**config.mk**
```make
export PLATFORM = sky130hd
export DESIGN_NAME = fra_queue
export DESIGN_NICKNAME = d
export VERILOG_FILES = /design/src/fra_pkg.sv /design/src/fra_queue.sv
export SDC_FILE = /design/constraint.sdc
export NUM_CORES = 1
export LEC_CHECK = 0
export ABC_AREA = 1
export BUFFER_PORTS_ARGS = -buffer_cell sky130_fd_sc_hd__buf_2
export CORE_MARGIN = 2
export CORE_UTILIZATION = 56
export CTS_BUF_LIST = sky130_fd_sc_hd__clkbuf_8
export CTS_CLUSTER_DIAMETER = 100
export DETAILED_ROUTE_END_ITERATION = 8
export PLACE_DENSITY = 0.82
export RECOVER_POWER = 50
export SETUP_SLACK_MARGIN = 0.4
export SLEW_MARGIN = 10
export SYNTH_ARGS = -nofsm -noshare
export SYNTH_HDL_FRONTEND = slang
export SYNTH_SLANG_ARGS = --single-unit
```
**constraint.sdc**
```tcl
create_clock -name clk -period 2.33 [get_ports clk]
set_clock_uncertainty 0.05 [all_clocks]
set_input_delay 0.233 -clock clk [delete_from_list [all_inputs] [get_ports clk]]
set_output_delay 0.233 -clock clk [all_outputs]
set_load 0.02 [all_outputs]
```
**src/fra_pkg.sv**
```systemverilog
// fra_pkg: shared constants for the fraction arithmetic block.
// Holds operation codes, default operand width and queue depth.
// No dependencies.
package fra_pkg;

  localparam int OPERAND_WIDTH = 31;
  localparam int QUEUE_DEPTH   = 2;

  localparam logic [1:0] OP_ADD = 2'd0;
  localparam logic [1:0] OP_SUB = 2'd1;
  localparam logic [1:0] OP_MUL = 2'd2;
  localparam logic [1:0] OP_DIV = 2'd3;

endpackage

```
**src/fra_queue.sv**
```systemverilog
// fra_queue: short first-in first-out queue between front and back.
// Depends on fra_pkg for the default depth.
module fra_queue #(
  parameter int DATA_W = 8,
  parameter int DEPTH  = fra_pkg::QUEUE_DEPTH
) (
  input  logic              clk,
  input  logic              rst_n,
  input  logic              push,
  input  logic [DATA_W-1:0] push_data,
  input  logic              pop,
  output logic [DATA_W-1:0] pop_data,
  output logic              full,
  output logic              empty
);

  localparam int PTR_W = (DEPTH > 1) ? $clog2(DEPTH) : 1;
  localparam int CNT_W = $clog2(DEPTH + 1);

  logic [DATA_W-1:0] mem_r [DEPTH];
  logic [PTR_W-1:0]  wp_r, rp_r;
  logic [CNT_W-1:0]  cnt_r;

  assign full     = (cnt_r == CNT_W'(DEPTH));
  assign empty    = (cnt_r == '0);
  assign pop_data = mem_r[rp_r];

  always_ff @(posedge clk) begin
    if (push) mem_r[wp_r] <= push_data;
  end

  always_ff @(posedge clk) begin
    if (!rst_n) begin
      wp_r  <= '0;
      rp_r  <= '0;
      cnt_r <= '0;
    end else begin
      if (push) wp_r <= (wp_r == PTR_W'(DEPTH - 1)) ? '0 : wp_r + 1'b1;
      if (pop)  rp_r <= (rp_r == PTR_W'(DEPTH - 1)) ? '0 : rp_r + 1'b1;
      if (push && !pop)      cnt_r <= cnt_r + 1'b1;
      else if (pop && !push) cnt_r <= cnt_r - 1'b1;
    end
  end

endmodule

```
==> impl_metrics.py <==
metrics = {
    "outcome": {
        "outcome": "completed",
    },
    "die": {
        "die-area_um2": 1760,
        "start_util": 0.611,
        "num_io_pins": 22,
        "die_h_um": 41.9,
        "die_w_um": 41.9,
        "num_rows": 13,
        "core-area_um2": 1320,
    },
    "clocking": {
        "cts_resized": 0,
        "cts_tree": "done",
        "cts_root_buffer": "clkbuf_8",
        "cts_sinks": 21,
        "ctsHoldBuffers": 0,
        "clock_latency_ns": 0.25,
        "clock_path_buffers": 2,
        "h-tree-depth": 1,
        "cts_setup_buffers": 0,
        "clkTransAtPathRegs_ns": 0.07,
        "numCtsBuffers": 3,
    },
    "grt": {
        "grt_max_degree": 12,
        "grt_pass1_wl_um": 2370,
        "antenna_found_initial": 0,
        "overflow": 0,
        "first_global_vias": 510,
        "grtUsageTotal": 0.191,
    },
    "layout": {
        "post-route-util": 0.730,
        "final_nets": 96,
        "final_cell_area_um2": 962,
        "antenna_cells": 0,
        "instances_no_fill": 97,
        "drive_gt1_frac": 0.354,
        "area_growth_pct": 19.6,
    },
    "timing": {
        "worst_slew_pin_slew_ns": 0.661,
        "final.min_clock_period_ns": 1.63,
        "fmax_ghz": 0.613,
        "rsz0062_at_grt": "no",
        "worst_slack_ns": 0.699,
        "finalHoldViolCount": 0,
        "setup_viol": 0,
        "finalMaxSlewViolations": 0,
        "max-slew-margin-rel": 0.558,
        "tns_ns": 0,
        "fin_crit_sh": 0.700,
    },
    "placement": {
        "globalplace.congestion": 0.635,
        "dp_hpwl_um": 981,
        "post_dp_cell_area_um2": 923,
        "dp.cells": 93,
        "portBuffers": 21,
        "dpl_worst_slack_ns": 0.986,
    },
    "detailed_routing": {
        "route.detailed.drc": 0,
        "vias": 516,
        "wl_per_cell_um": 14.5,
        "routed_wl_um": 1410,
        "first_pass_iters": 4,
        "drtAntennaViolNets": 0,
        "viasPerCell": 5.32,
        "drtIter0Drc": 14,
    },
    "setup_path": {
        "cp-end-kind": "output pin",
        "crit_fanout": 8,
        "cp.required_ns": 2.05,
        "start_kind": "flop",
        "arrival_ns": 1.35,
        "path_class": "reg -> out",
    },
    "min_path": {
        "min_path_type": "in -> reg",
    },
    "pwr": {
        "cellLeakagePower_nw": 0.406,
        "ir_drop_v": 0.000468,
        "p_per_area_nw_per_um2": 806,
    },
    "synth": {
        "syn_area_um2": 805,
        "ys_warn_count": 0,
        "synth.ff_latch_count": 21,
        "synth_fp_nets": 71,
        "ys_types": 16,
        "synth_cells": 58,
        "syn_avg_cell_area_um2": 13.9,
        "ys_seq_area_frac": 0.722,
    },
    "flow_run": {
        "maxCapViolCount": 0,
    },
}
-- synthesized netlist by cell type --
| library cell | count | area share |
|---|---|---|
| a21oi_1 | 1 | 0.0062 |
| buf_2 | 1 | 0.0062 |
| dfxtp_1 | 5 | 0.12 |
| edfxtp_1 | 16 | 0.60 |
| ha_1 | 1 | 0.016 |
| inv_1 | 8 | 0.037 |
| inv_2 | 1 | 0.0047 |
| mux2_2 | 8 | 0.11 |
| nand2_1 | 4 | 0.019 |
| nand2_2 | 1 | 0.0078 |
| nand3_1 | 1 | 0.0062 |
| nand4_1 | 1 | 0.0078 |
| nor2_1 | 7 | 0.033 |
| nor3_1 | 1 | 0.0062 |
| o21ai_0 | 1 | 0.0062 |
| xnor2_1 | 1 | 0.011 |
-- layout by cell type, fill, tap and decap left out, types with 3 or more instances in the layout --
cell      count
mux2_2        8
edfxtp_1     16
buf_2        16
dfxtp_1       5
nand2_1       4
clkbuf_8      3
nor2_1        7
clkbuf_1      5
inv_1         9
-- final timing paths --
check	cells past startpoint	slack [ns]	end	start
setup / recovery	2	0.70	pop_data[1]	flop
setup reg to reg	1	1.07	mem_r[0][4]$_DFFE_PP_	wp_r$_SDFFE_PN0P_
hold / removal	1	0.12	mem_r[0][2]$_DFFE_PP_	push_data[2]
hold reg to reg	2	0.47	wp_r$_SDFFE_PN0P_	wp_r$_SDFFE_PN0P_
-- per-layer routing --
| metal | part of all wire | vias to the layer above | global-route usage |
|---|---|---|---|
| li1 | - | 245 | - |
| met1 | 0.38 | 241 | 0.228 |
| met2 | 0.50 | 22 | 0.297 |
| met3 | 0.070 | 8 | 0.0696 |
| met4 | 0.040 | 0 | 0.110 |
| met5 | 0 | - | 0 |
-- where the power goes --
part	switching, W	internal [W]
Clock	0.000105	0.000117
Combinational	0.0000643	0.0000440
Sequential	0.0000164	0.000429
-- cell families (layout without fill, tap and decap cells) --
kind of cell,Yosys count,count (layout),synth area share
buf+inv,10,34,0.0482
simple gates,15,15,0.0793
compound gates,2,2,0.0124
xor+xnor,1,1,0.0109
fa+ha+maj,1,1,0.0155
mux,8,8,0.112
flops,21,21,0.722
-- worst max-delay path: stages (launching register included) --
cell and delay, ns:
dfxtp_1 0.54, mux2_2 0.39, buf_2 0.16
-- flip-flops by register name, indices dropped and copies added, names as in the netlist, named ones only --
register,count
wp_r,1
rp_r,1
cnt_r,2
mem_r,16
-- final cells by class --
cell class | count | area, µm²
sequential | 21 | 581
fill | 101 | 355
multi-input combinational | 27 | 185
timing repair buffer | 21 | 98.8
clock buffer | 3 | 41.3
inverter | 9 | 33.8
tap | 15 | 18.8
clock inverter | 1 | 3.75
-- metrics by stage --
step / hold WS [ns] / power (W)
after floorplan: 0.282 / 0.000521
after global placement: 0.370 / 0.000555
after detailed placement: 0.376 / 0.000561
after CTS: 0.115 / 0.000780
after global routing: 0.105 / 0.000806
final: 0.118 / 0.000776
Note: power is estimated with default switching activity, not from simulation.
