--- src/fra_pkg.sv ---
// fra_pkg: shared constants for the fraction arithmetic block.
// Holds operation codes, default operand width and queue depth.
// No dependencies.
package fra_pkg;

  localparam int OPERAND_WIDTH = 31;
  localparam int QUEUE_DEPTH   = 2;

  localparam logic [1:0] OP_ADD = 2'd0;
  localparam logic [1:0] OP_SUB = 2'd1;
  localparam logic [1:0] OP_MUL = 2'd2;
  localparam logic [1:0] OP_DIV = 2'd3;

endpackage

--- src/fra_front.sv ---
// fra_front: accepts an item, forms cross products on one shared multiplier
// and classifies zero denominators. Depends on fra_pkg.
module fra_front #(
  parameter int OPERAND_WIDTH = fra_pkg::OPERAND_WIDTH
) (
  input  logic                            clk,
  input  logic                            rst_n,
  input  logic                            start,
  output logic                            busy,
  input  logic [1:0]                      in_req_type,
  input  logic signed [OPERAND_WIDTH-1:0] in_num_a,
  input  logic signed [OPERAND_WIDTH-1:0] in_den_a,
  input  logic signed [OPERAND_WIDTH-1:0] in_num_b,
  input  logic signed [OPERAND_WIDTH-1:0] in_den_b,
  input  logic                            q_full,
  output logic                            q_push,
  output logic                            q_err,
  output logic                            q_neg,
  output logic [2*OPERAND_WIDTH-1:0]      q_magn,
  output logic [2*OPERAND_WIDTH-1:0]      q_dmag
);

  localparam int PW = 2 * OPERAND_WIDTH;
  localparam int NW = PW + 1;

  localparam logic [1:0] F_IDLE = 2'd0;
  localparam logic [1:0] F_MUL  = 2'd1;
  localparam logic [1:0] F_PUSH = 2'd2;

  logic [1:0]                     state_r, state_nxt;
  logic [1:0]                     step_r, step_nxt;
  logic [1:0]                     op_r;
  logic                           zden_r;
  logic signed [OPERAND_WIDTH-1:0] n1_r, d1_r, n2_r, d2_r;
  logic signed [OPERAND_WIDTH-1:0] mx, my;
  logic signed [PW-1:0]           prod_r;
  logic signed [NW-1:0]           nr_r;
  logic signed [PW-1:0]           dr_r;
  logic signed [NW-1:0]           nr_abs, dr_ext, dr_abs;
  logic                           accept;

  assign busy   = (state_r != F_IDLE);
  assign accept = start && !busy;

  always_comb begin
    mx = n1_r;
    my = d2_r;
    unique case (step_r)
      2'd0: begin
        mx = n1_r;
        my = (op_r == fra_pkg::OP_MUL) ? n2_r : d2_r;
      end
      2'd1: begin
        mx = n2_r;
        my = (op_r == fra_pkg::OP_MUL || op_r == fra_pkg::OP_DIV) ? '0 : d1_r;
      end
      default: begin
        mx = d1_r;
        my = (op_r == fra_pkg::OP_DIV) ? n2_r : d2_r;
      end
    endcase
  end

  always_comb begin
    state_nxt = state_r;
    step_nxt  = step_r;
    unique case (state_r)
      F_IDLE: begin
        step_nxt = 2'd0;
        if (accept) state_nxt = F_MUL;
      end
      F_MUL: begin
        step_nxt = step_r + 2'd1;
        if (step_r == 2'd3) state_nxt = F_PUSH;
      end
      F_PUSH: begin
        if (!q_full) state_nxt = F_IDLE;
      end
      default: state_nxt = F_IDLE;
    endcase
  end

  always_ff @(posedge clk) begin
    if (!rst_n) begin
      state_r <= F_IDLE;
      step_r  <= 2'd0;
    end else begin
      state_r <= state_nxt;
      step_r  <= step_nxt;
    end
  end

  always_ff @(posedge clk) begin
    if (accept) begin
      op_r   <= in_req_type;
      n1_r   <= in_num_a;
      d1_r   <= in_den_a;
      n2_r   <= in_num_b;
      d2_r   <= in_den_b;
      zden_r <= (in_den_a == '0) || (in_den_b == '0);
    end
    if (state_r == F_MUL) begin
      prod_r <= mx * my;
      unique case (step_r)
        2'd1: nr_r <= NW'(prod_r);
        2'd2: nr_r <= (op_r == fra_pkg::OP_SUB) ? nr_r - NW'(prod_r) : nr_r + NW'(prod_r);
        2'd3: dr_r <= prod_r;
        default: ;
      endcase
    end
  end

  assign dr_ext = NW'(dr_r);
  assign nr_abs = nr_r[NW-1] ? -nr_r : nr_r;
  assign dr_abs = dr_ext[NW-1] ? -dr_ext : dr_ext;

  assign q_push = (state_r == F_PUSH) && !q_full;
  assign q_err  = zden_r || (dr_r == '0);
  assign q_neg  = nr_r[NW-1] ^ dr_r[PW-1];
  assign q_magn = nr_abs[PW-1:0];
  assign q_dmag = dr_abs[PW-1:0];

endmodule

--- config.mk ---
export PLATFORM = sky130hd
export DESIGN_NAME = fra_front
export DESIGN_NICKNAME = d
export VERILOG_FILES = /design/src/fra_pkg.sv /design/src/fra_front.sv
export SDC_FILE = /design/constraint.sdc
export NUM_CORES = 2
export LEC_CHECK = 0
export BUFFER_PORTS_ARGS = -buffer_cell sky130_fd_sc_hd__buf_4
export CAP_MARGIN = 20
export CORE_ASPECT_RATIO = 0.8
export CORE_MARGIN = 10
export CORE_UTILIZATION = 30
export DETAILED_ROUTE_END_ITERATION = 10
export PLACE_DENSITY = 0.47
export SETUP_SLACK_MARGIN = 0.15
export SLEW_MARGIN = 20
export SYNTH_ARGS = -nofsm -noshare
export SYNTH_HDL_FRONTEND = slang
export SYNTH_SLANG_ARGS = --single-unit
--- constraint.sdc ---
create_clock -name clk -period 10.3 [get_ports clk]
set_input_delay 2.575 -clock clk [delete_from_list [all_inputs] [get_ports clk]]
set_output_delay 2.575 -clock clk [all_outputs]
set_load 0.005 [all_outputs]
==> impl_metrics.py <==
metrics = {
    "critical_path": {
        "cp-start-kind": "flip-flop",
        "cpMostUsedCell": "fa_1",
        "cp_data_arrival_time_ns": 10.15,
        "critical_path_required_ns": 10.73,
        "cp_slowest_stage_delay_ns": 0.56,
        "slowest_stage": "fa_1",
        "crit_buf_inv": 8,
        "end_kind": "flip-flop",
        "path_max_fanout": 21,
        "crit_family": "adder cells",
        "critical_path_class": "flip-flop to flip-flop",
    },
    "clock_tree": {
        "cts_max_level": 2,
        "root_buffer": "clkbuf_16",
        "clk_latency_ns": 0.65,
        "clkSinkCount": 318,
        "cts_buffer_depth": 3,
        "cts_buffers": 40,
        "cts_tree": "yes",
        "clk_pin_slew_ns": 0.06,
    },
    "synth": {
        "synth_edf_count": 314,
        "yosysSeqAreaShare_pct": 17.7,
        "synth.cell_area_um2": 53600,
        "synth.avg_cell_area_um2": 9.32,
        "synth_top_area_cell": "fa_1",
        "ys_ff_latch": 318,
        "synth_cell_types": 75,
        "synth_top_area_share_pct": 38.1,
        "syn_inst": 5751,
        "synthesis.nets": 7151,
        "yosysWarnings": 0,
        "synthTopCellsByArea": "fa_1 38%, edfxtp_1 18%, inv_1 7.7%",
        "async_flop_share_pct": 0,
        "ys.flop_type": "edfxtp_1",
    },
    "final_layout": {
        "drive_gt1_share_pct": 10.4,
        "final_common_cell": "inv_1",
        "final_nets": 7351,
        "syn_to_final_growth_pct": 12.9,
        "final_cell_mix": "1093 x inv_1, 1019 x fa_1, 929 x nand2_1",
    },
    "timing": {
        "clock_skew_ns": 0.0607,
        "fin_ws_ns": 0.578,
        "hold_viol_final": 0,
        "fmax_ghz": 0.103,
        "drv_slew": 0,
        "fin_crit_ns": 9.72,
        "setup_viol": 0,
        "post-route-period-util_pct": 94.4,
        "worstMarginPinSlew_ns": 1.13,
        "setup_tns_ns": 0,
        "slew_headroom_pct": 24.6,
        "rsz0062_at_grt": "false",
    },
    "placement": {
        "place_congestion": 0.925,
        "pre_cts_slack_ns": 0.250,
        "io_buffers": 257,
        "hpwl_um": 165000,
    },
    "routing": {
        "vias": 41500,
        "drc": 0,
        "drtIter0Drc": 3492,
        "wire_per_inst_um": 23.6,
        "vias_per_cell": 4.96,
        "final_antenna_net_count": 0,
        "routed_wl_um": 198000,
        "dr.pass1.iters": 6,
    },
    "floorplan": {
        "die-area_um2": 196000,
        "num_rows": 138,
        "core_region_area_um2": 177000,
        "die_w_um": 493,
        "die_h_um": 398,
        "start_util_pct": 30.2,
        "io_pins": 258,
    },
    "global_route": {
        "grt_pass1_vias": 43900,
        "grtUsageTotal_pct": 20.0,
        "grt_pass1_wl_um": 296000,
        "grt_overflow": 0,
        "antenna_found_initial": 12,
        "grt_max_degree": 83,
    },
    "worst_hold_path": {
        "hold_class": "flip-flop to flip-flop",
    },
    "run_status": {
        "status": "finished clean",
    },
    "job": {
        "maxCapViolCount": 0,
    },
}
[worst paths after layout]
kind / slack [ns] / endpoint / startpoint / cells after the start
setup / recovery: 0.58 / prod_r[57] / op_r[1] / 32
hold / removal: 0.56 / dr_r[31] / prod_r[31] / 0
setup reg to reg: 0.58 / prod_r[57] / op_r[1] / 32
hold reg to reg: 0.56 / dr_r[31] / prod_r[31] / 0
[synthesized netlist by cell type (25+ instances only)]
| master | number |
|---|---|
| inv_1 | 1094 |
| fa_1 | 1019 |
| nand2_1 | 930 |
| nor2_1 | 409 |
| edfxtp_1 | 314 |
| clkbuf_1 | 262 |
| ha_1 | 251 |
| xnor2_1 | 228 |
| a21oi_1 | 221 |
| o21ai_0 | 139 |
| a21o_1 | 96 |
| xor2_1 | 75 |
| and2_1 | 47 |
| o31ai_1 | 46 |
| nor3_1 | 44 |
| mux2_2 | 40 |
| or3_1 | 40 |
| a211oi_1 | 35 |
| a22o_1 | 29 |
| nand3_1 | 29 |
| nand4_1 | 29 |
| nor4_1 | 29 |
| o21bai_1 | 27 |
| a211o_1 | 25 |
[repair_timing]
action                     4_1_cts  5_1_grt
hold buffers                     0        0
buffers inserted                 0        3
gates resized for setup          0       33
setup endpoints to repair        0        9
[cell families after synthesis]
family / after synthesis / share of synthesized area (%)
AO/OA/AOI/OAI: 778 / 9.55
XOR/XNOR: 303 / 4.95
adder cells (fa/ha/maj): 1270 / 43.9
buffers and inverters: 1369 / 9.60
flip-flops: 318 / 17.7
multiplexers: 45 / 0.934
AND/OR/NAND/NOR: 1668 / 13.3
[flip-flops by register name, summed over array words and instances (netlist names)]
register	cells
nr_r	63
d2_r	31
state_r	2
step_r	2
d1_r	31
zden_r	1
dr_r	62
n2_r	31
n1_r	31
prod_r	62
op_r	2
[layout make-up]
| cell class | instances | area [µm²] |
|---|---|---|
| multi-input combinational | 4064 | 39200 |
| tap | 2380 | 2980 |
| fill | 18300 | 117000 |
| clock buffer | 46 | 1020 |
| inverter | 1094 | 4110 |
| timing repair buffer | 433 | 3370 |
| antenna | 5 | 12.5 |
| sequential | 318 | 9510 |
| clock inverter | 27 | 360 |
[through the flow]
stage          hold slack [ns]  instances  instance area, µm²  util [%]
2_1_floorplan            0.472       5751               53600         -
3_3_place_gp             0.553       8286               59000      33.3
3_5_place_dp             0.548       8286               59000      33.3
4_1_cts                  0.564       8359               60400      34.1
5_1_grt                  0.592       8362               60500      34.1
6_report                 0.557       8367               60500      34.1
[per-layer routing]
| layer | part of all wire [%] | global-route usage [%] |
|---|---|---|
| met1 | 46 | 28.8 |
| met2 | 41 | 29.6 |
| met3 | 10 | 5.68 |
| met4 | 2.8 | 4.93 |
| met5 | 0.0066 | 0 |
Power is left out: the tool's default activity adds up to more than one toggle a clock period on the data nets, which glitch-free logic cannot reach.
