**config.mk**
```make
export PLATFORM = sky130hd
export DESIGN_NAME = fra_back
export DESIGN_NICKNAME = d
export VERILOG_FILES = /design/src/fra_pkg.sv /design/src/fra_div.sv /design/src/fra_back.sv
export SDC_FILE = /design/constraint.sdc
export NUM_CORES = 2
export LEC_CHECK = 0
export BUFFER_PORTS_ARGS = -buffer_cell sky130_fd_sc_hd__buf_2
export CAP_MARGIN = 30
export CORE_MARGIN = 2
export CORE_UTILIZATION = 30
export DETAILED_ROUTE_END_ITERATION = 12
export PLACE_DENSITY = 0.43
export SLEW_MARGIN = 20
export SYNTH_ARGS = -nofsm -noshare
export SYNTH_HDL_FRONTEND = slang
export SYNTH_SLANG_ARGS = --single-unit
```
**constraint.sdc**
```tcl
create_clock -name clk -period 16.3 [get_ports clk]
set_input_delay 2.445 -clock clk [delete_from_list [all_inputs] [get_ports clk]]
set_output_delay 2.445 -clock clk [all_outputs]
set_load 0.01 [all_outputs]
```
**src/fra_pkg.sv**
```systemverilog
// fra_pkg: shared constants for the fraction arithmetic block.
// Holds operation codes, default operand width and queue depth.
// No dependencies.
package fra_pkg;

  localparam int OPERAND_WIDTH = 31;
  localparam int QUEUE_DEPTH   = 2;

  localparam logic [1:0] OP_ADD = 2'd0;
  localparam logic [1:0] OP_SUB = 2'd1;
  localparam logic [1:0] OP_MUL = 2'd2;
  localparam logic [1:0] OP_DIV = 2'd3;

endpackage

```
**src/fra_div.sv**
```systemverilog
// fra_div: restoring unsigned divider, one quotient bit per cycle.
// No dependencies.
module fra_div #(
  parameter int W = 62
) (
  input  logic         clk,
  input  logic         rst_n,
  input  logic         go,
  input  logic [W-1:0] dividend,
  input  logic [W-1:0] divisor,
  output logic         done,
  output logic [W-1:0] quo,
  output logic [W-1:0] rem
);

  localparam int CW = $clog2(W);

  logic [W:0]    r_r;
  logic [W-1:0]  q_r, d_r;
  logic [CW-1:0] cnt_r;
  logic          act_r, done_r;
  logic [W:0]    sh;

  assign sh   = {r_r[W-1:0], q_r[W-1]};
  assign done = done_r;
  assign quo  = q_r;
  assign rem  = r_r[W-1:0];

  always_ff @(posedge clk) begin
    if (!rst_n) begin
      act_r  <= 1'b0;
      done_r <= 1'b0;
    end else begin
      done_r <= 1'b0;
      if (go) begin
        act_r <= 1'b1;
      end else if (act_r && cnt_r == CW'(W - 1)) begin
        act_r  <= 1'b0;
        done_r <= 1'b1;
      end
    end
  end

  always_ff @(posedge clk) begin
    if (go) begin
      r_r   <= '0;
      q_r   <= dividend;
      d_r   <= divisor;
      cnt_r <= '0;
    end else if (act_r) begin
      cnt_r <= cnt_r + 1'b1;
      if (sh >= {1'b0, d_r}) begin
        r_r <= sh - {1'b0, d_r};
        q_r <= {q_r[W-2:0], 1'b1};
      end else begin
        r_r <= sh;
        q_r <= {q_r[W-2:0], 1'b0};
      end
    end
  end

endmodule

```
**src/fra_back.sv**
```systemverilog
// fra_back: binary GCD reduction, divisions and mixed-number split.
// Depends on fra_pkg and fra_div.
module fra_back #(
  parameter int OPERAND_WIDTH = fra_pkg::OPERAND_WIDTH
) (
  input  logic                       clk,
  input  logic                       rst_n,
  input  logic                       q_empty,
  output logic                       q_pop,
  input  logic                       q_err,
  input  logic                       q_neg,
  input  logic [2*OPERAND_WIDTH-1:0] q_magn,
  input  logic [2*OPERAND_WIDTH-1:0] q_dmag,
  output logic                       out_strobe,
  output logic                       out_status,
  output logic signed [62:0]         out_res_num,
  output logic [60:0]                out_res_den,
  output logic                       out_mixed_valid,
  output logic signed [62:0]         out_whole_part,
  output logic [59:0]                out_remainder_part
);

  localparam int MW = 2 * OPERAND_WIDTH;
  localparam int KW = $clog2(MW + 1);

  localparam logic [3:0] S_IDLE = 4'd0;
  localparam logic [3:0] S_TWO  = 4'd1;
  localparam logic [3:0] S_LOOP = 4'd2;
  localparam logic [3:0] S_QA   = 4'd3;
  localparam logic [3:0] S_WA   = 4'd4;
  localparam logic [3:0] S_QB   = 4'd5;
  localparam logic [3:0] S_WB   = 4'd6;
  localparam logic [3:0] S_CHK  = 4'd7;
  localparam logic [3:0] S_WC   = 4'd8;
  localparam logic [3:0] S_OUT  = 4'd9;

  logic [3:0]    state_r;
  logic          err_r, neg_r, mix_r;
  logic [MW-1:0] magn_r, dmag_r, u_r, v_r, g_r, rn_r, rd_r, wq_r, wr_r;
  logic [KW-1:0] k_r;
  logic          div_go, div_done;
  logic [MW-1:0] div_a, div_b, div_q, div_r;
  logic signed [MW:0] num_s, whole_s;

  assign q_pop = (state_r == S_IDLE) && !q_empty;

  always_comb begin
    div_go = 1'b0;
    div_a  = magn_r;
    div_b  = g_r;
    unique case (state_r)
      S_QA: div_go = 1'b1;
      S_QB: begin
        div_go = 1'b1;
        div_a  = dmag_r;
      end
      S_CHK: begin
        div_go = (rn_r >= rd_r) && (rd_r != MW'(1));
        div_a  = rn_r;
        div_b  = rd_r;
      end
      default: ;
    endcase
  end

  fra_div #(.W(MW)) u_div (
    .clk      (clk),
    .rst_n    (rst_n),
    .go       (div_go),
    .dividend (div_a),
    .divisor  (div_b),
    .done     (div_done),
    .quo      (div_q),
    .rem      (div_r)
  );

  always_ff @(posedge clk) begin
    if (!rst_n) begin
      state_r <= S_IDLE;
    end else begin
      unique case (state_r)
        S_IDLE: begin
          if (!q_empty) begin
            if (q_err)            state_r <= S_OUT;
            else if (q_magn == '0) state_r <= S_QA;
            else                  state_r <= S_TWO;
          end
        end
        S_TWO:  if (u_r[0] || v_r[0]) state_r <= S_LOOP;
        S_LOOP: if (u_r == '0) state_r <= S_QA;
        S_QA:   state_r <= S_WA;
        S_WA:   if (div_done) state_r <= S_QB;
        S_QB:   state_r <= S_WB;
        S_WB:   if (div_done) state_r <= S_CHK;
        S_CHK:  state_r <= div_go ? S_WC : S_OUT;
        S_WC:   if (div_done) state_r <= S_OUT;
        S_OUT:  state_r <= S_IDLE;
        default: state_r <= S_IDLE;
      endcase
    end
  end

  always_ff @(posedge clk) begin
    unique case (state_r)
      S_IDLE: begin
        err_r  <= q_err;
        neg_r  <= q_neg;
        magn_r <= q_magn;
        dmag_r <= q_dmag;
        u_r    <= q_magn;
        v_r    <= q_dmag;
        g_r    <= q_dmag;
        k_r    <= '0;
        mix_r  <= 1'b0;
      end
      S_TWO: begin
        if (!u_r[0] && !v_r[0]) begin
          u_r <= u_r >> 1;
          v_r <= v_r >> 1;
          k_r <= k_r + 1'b1;
        end
      end
      S_LOOP: begin
        priority if (u_r == '0) begin
          g_r <= v_r << k_r;
        end else if (!u_r[0]) begin
          u_r <= u_r >> 1;
        end else if (!v_r[0]) begin
          v_r <= v_r >> 1;
        end else if (u_r >= v_r) begin
          u_r <= u_r - v_r;
        end else begin
          v_r <= v_r - u_r;
        end
      end
      S_WA: if (div_done) rn_r <= div_q;
      S_WB: if (div_done) rd_r <= div_q;
      S_WC: begin
        if (div_done) begin
          mix_r <= 1'b1;
          wq_r  <= div_q;
          wr_r  <= div_r;
        end
      end
      default: ;
    endcase
  end

  assign num_s   = neg_r ? -(MW+1)'(rn_r) : (MW+1)'(rn_r);
  assign whole_s = neg_r ? -(MW+1)'(wq_r) : (MW+1)'(wq_r);

  always_ff @(posedge clk) begin
    if (!rst_n) begin
      out_strobe <= 1'b0;
    end else begin
      out_strobe <= (state_r == S_OUT);
    end
  end

  always_ff @(posedge clk) begin
    if (state_r == S_OUT) begin
      out_status         <= err_r;
      out_res_num        <= err_r ? '0 : 63'(num_s);
      out_res_den        <= err_r ? '0 : 61'(rd_r);
      out_mixed_valid    <= !err_r && mix_r;
      out_whole_part     <= (!err_r && mix_r) ? 63'(whole_s) : '0;
      out_remainder_part <= (!err_r && mix_r) ? 60'(wr_r) : '0;
    end
  end

endmodule
```
==> flow_results.org <==
** Synth
- Average cell area after synthesis :: 10.63 um^2
- The synthesized design devotes to its leading area cell type 49.87% of total area.
- Count of state elements after synthesis :: 1,013
- The biggest area contributor in the post-synthesis netlist is sky130_fd_sc_hd__edfxtp_1.
- Total standard cell area after synthesis :: 56,480 um^2
- Synthesized netlist cell count :: 5,313
- Sequential fraction of the synthesis area :: 52.53%
- The number of nets in the synthesized netlist is 5,699.
- Synth cell types :: 79
- Yosys warnings :: 0
- Async set or reset register ratio after synthesis :: 0%
- In this run, synthesis inferred 938 flip-flops with an integrated enable.
- Most instantiated flip-flop cell in the synthesis netlist :: sky130_fd_sc_hd__edfxtp_1
- Most area-consuming cells after synthesis :: sky130_fd_sc_hd__edfxtp_1 (50%), sky130_fd_sc_hd__ha_1 (5.6%), sky130_fd_sc_hd__o21ai_0 (3.9%)

** Clock tree
- In this run the deepest clock path goes through 3 buffers.
- Cts hold-fix bufs :: 0
- TritonCTS created 120 clock buffers.
- Clock latency on the worst-skew pair :: 790 ps
- Buffer type at the clock tree root :: sky130_fd_sc_hd__clkbuf_16
- Setup fix buffers added after clock tree synthesis :: 0
- The H-tree was split into 3 levels.
- Counting every sink on the clock net gives 1,013.
- PostCTS Resize Cnt :: 0
- CTS clk-pin slew, worst paths :: 60 ps
- Clock tree from TritonCTS :: done

** Timing
- Hold Vio Cnt, Final :: 0
- The max-slew violation count was 0.
- Setup skew after layout :: 42.10 ps
- Transition at the pin with the smallest max-transition slack :: 1386 ps
- Number of failing setup endpoints in the final timing report :: 0
- Tcrit/Tclk final :: 35.83%
- Total negative setup slack :: 0 ps
- Time the worst path needs with I/O delays and setup :: 5841 ps
- Measured against its own limit, the worst slew margin works out to 7.632%.
- Setup repair after global routing missed its margin :: false
- Based on the critical path, the design can be clocked at up to 0.1712 GHz.

** Floorplan
- The die is 437.9 um tall.
- The region available for standard cell placement spans 187,400 um^2.
- Die area :: 191,800 um^2
- Chip width :: 437.9 um
- IO Count :: 380
- The initial utilization of the core area, before any placement, comes to 30.14%.
- Number of core rows :: 159

** Power and ir drop
- VDD sags by at most 0.0001165 V.
- For this design the static power due to leakage is 24.89 nW.
- For this design the ratio of total power to cell area is 232.6 nW/um^2.

** Routing
- Total length of routed wires :: 228,100 um
- After the first detailed-routing iteration, the DRC count stood at 4,049.
- Using the TritonRoute via totals, the vias-per-cell ratio works out to 5.325.
- DRC violation count after routing :: 0
- For this run, the detailed router's first-pass iteration total came to 9.
- Via count of the routed design :: 43,460
- DR WL/cell :: 27.95 um
- Number of nets still failing antenna checks after routing :: 0

** Global routing
- Entering global routing, the biggest net connects 164 pins.
- The first global-routing pass estimated 320,300 um of wire.
- Remaining Overflow, GRT :: 0
- Overall global routing resource usage :: 23.10%
- Number of antenna violations at the first check in global routing :: 15
- Via count of the first global-routing pass :: 42,340

** Worst setup path
- Data arrival time of the critical path :: 6310 ps
- The worst setup path is launched from a flop.
- Critical path endpoint category :: flop
- The worst setup path is of the reg -> reg kind.
- In this run the worst path has a maximum fanout of 75.
- Data on the critical path is required at its endpoint by 16,770 ps.

** Placement
- Summed over all nets, the half-perimeter wirelength after detailed placement is 181,100 um.
- The placed instances occupy a cell area of 61,000 um^2.
- Number of cells after detailed placement :: 7,930
- Routability-driven placement finished with a final weighted congestion of 0.9452.
- Input/output buffers :: 379

** Final layout
- Share of post-route cells with drive strength above 1 :: 13.54%
- Highest-count cells in the layout ignoring fill and taps :: sky130_fd_sc_hd__edfxtp_1 (938), sky130_fd_sc_hd__nor2_1 (503), sky130_fd_sc_hd__o21ai_0 (442)
- The final layout contains 5,944 nets.
- Post-route non-filler standard cell count :: 8,161
- Non-Filler Cell Area, Final :: 64,940 um^2
- Commonest non-fill, non-tap cell in the layout :: sky130_fd_sc_hd__edfxtp_1
- Compared with the post-synthesis result, the final layout area differs by 14.99%.

** Min path
- The path class of the tightest hold or removal check is reg -> reg.

** Job
- Max-capacitance violation count :: 0

** Status
- The flow ran to the end, and the final reports show no timing, DRC or antenna violations.
==> final timing paths <==
path,depth (start not counted),endpoint,slack [ps],startpoint
worst max-delay path,12,u_div.quo[0]$_DFFE_PP_,10460,rd_r[43]$_DFFE_PP_
worst min-delay path,0,wr_r[49]$_DFFE_PP_,500,u_div.r_r[49]$_SDFFE_PN0P_
worst max register to register,12,u_div.quo[0]$_DFFE_PP_,10460,rd_r[43]$_DFFE_PP_
worst min register to register,0,wr_r[49]$_DFFE_PP_,500,u_div.r_r[49]$_SDFFE_PN0P_
==> synth_stat cells, drive strengths merged (32+ instances only) <==
| cell type | n |
|---|---|
| edfxtp | 938 |
| buf | 35 |
| a222oi | 64 |
| o21a | 32 |
| ha | 254 |
| nand3 | 39 |
| xor2 | 187 |
| a21oi | 391 |
| o21bai | 58 |
| nor2 | 505 |
| nor3 | 44 |
| and2 | 79 |
| dfxtp | 75 |
| nand4 | 96 |
| nor4 | 75 |
| nand2 | 413 |
| mux4 | 48 |
| o21ai | 446 |
| clkbuf | 289 |
| a21o | 99 |
| inv | 330 |
| mux2i | 93 |
| a22oi | 124 |
| a211oi | 78 |
| xnor2 | 111 |
| o31ai | 47 |
==> critical path, stage by stage, from the launching register on <==
cell	delay, ps
sky130_fd_sc_hd__edfxtp_1	540
sky130_fd_sc_hd__inv_1	170
sky130_fd_sc_hd__ha_1	330
sky130_fd_sc_hd__nand4_1	140
sky130_fd_sc_hd__nor4_1	510
sky130_fd_sc_hd__nand4_1	340
sky130_fd_sc_hd__a31oi_1	520
sky130_fd_sc_hd__a31oi_1	110
sky130_fd_sc_hd__a211oi_1	570
sky130_fd_sc_hd__or2_4	750
sky130_fd_sc_hd__buf_4	670
sky130_fd_sc_hd__buf_4	630
sky130_fd_sc_hd__a21oi_1	140
==> power breakdown <==
group	internal (mW)	switching (mW)
Combinational	2.60	5.32
Clock	1.56	1.14
Sequential	3.83	0.660
==> logic make-up after synthesis <==
logic type / count (synthesis) / synth area share (%)
xor+xnor: 298 / 4.621
mux: 164 / 4.021
buf+inv: 655 / 4.353
simple gates: 1384 / 11.29
flops: 1013 / 52.53
compound gates: 1542 / 17.45
fa+ha+maj: 257 / 5.733
==> registers in the layout, indices dropped and copies added, names as in the netlist, 4 cells and up <==
signal	flops
u_div.d_r	62
rd_r	62
g_r	62
wq_r	62
dmag_r	62
wr_r	60
v_r	62
out_res_num	63
u_div.quo	62
rn_r	62
u_div.r_r	62
k_r	6
magn_r	62
u_r	62
out_remainder_part	60
state_r	4
u_div.cnt_r	6
out_res_den	61
out_whole_part	63
==> per-stage QoR <==
step	power (mW)	util (%)	setup WS (ps)	hold slack (ps)
floorplan	9.398	-	4422	424.4
global placement	12.48	32.51	10420	489.7
detailed placement	12.35	32.55	10430	496.7
CTS	15.10	34.63	10380	510.4
global route	15.94	34.65	10030	523.5
finish	15.11	34.66	10460	501.3
==> final cells by class <==
cell class	instances	area [um^2]
multi-input cells	3645	24520
inverters	331	1247
fillers	19090	122500
well taps	2495	3122
clock buffers	154	3274
flip-flops and latches	1013	29670
clock inverters	68	631.9
diodes	8	20.02
repair buffers	447	2460
==> layer usage <==
metal	wire (um)	GRT usage, %	up-vias
met4	9978	9.700	0
met1	100500	31.39	21430
li1	-	-	20280
met3	10980	2.502	315
met2	106600	37.40	1434
met5	0	0	-
No activity file was read; power rests on OpenSTA's default activity.
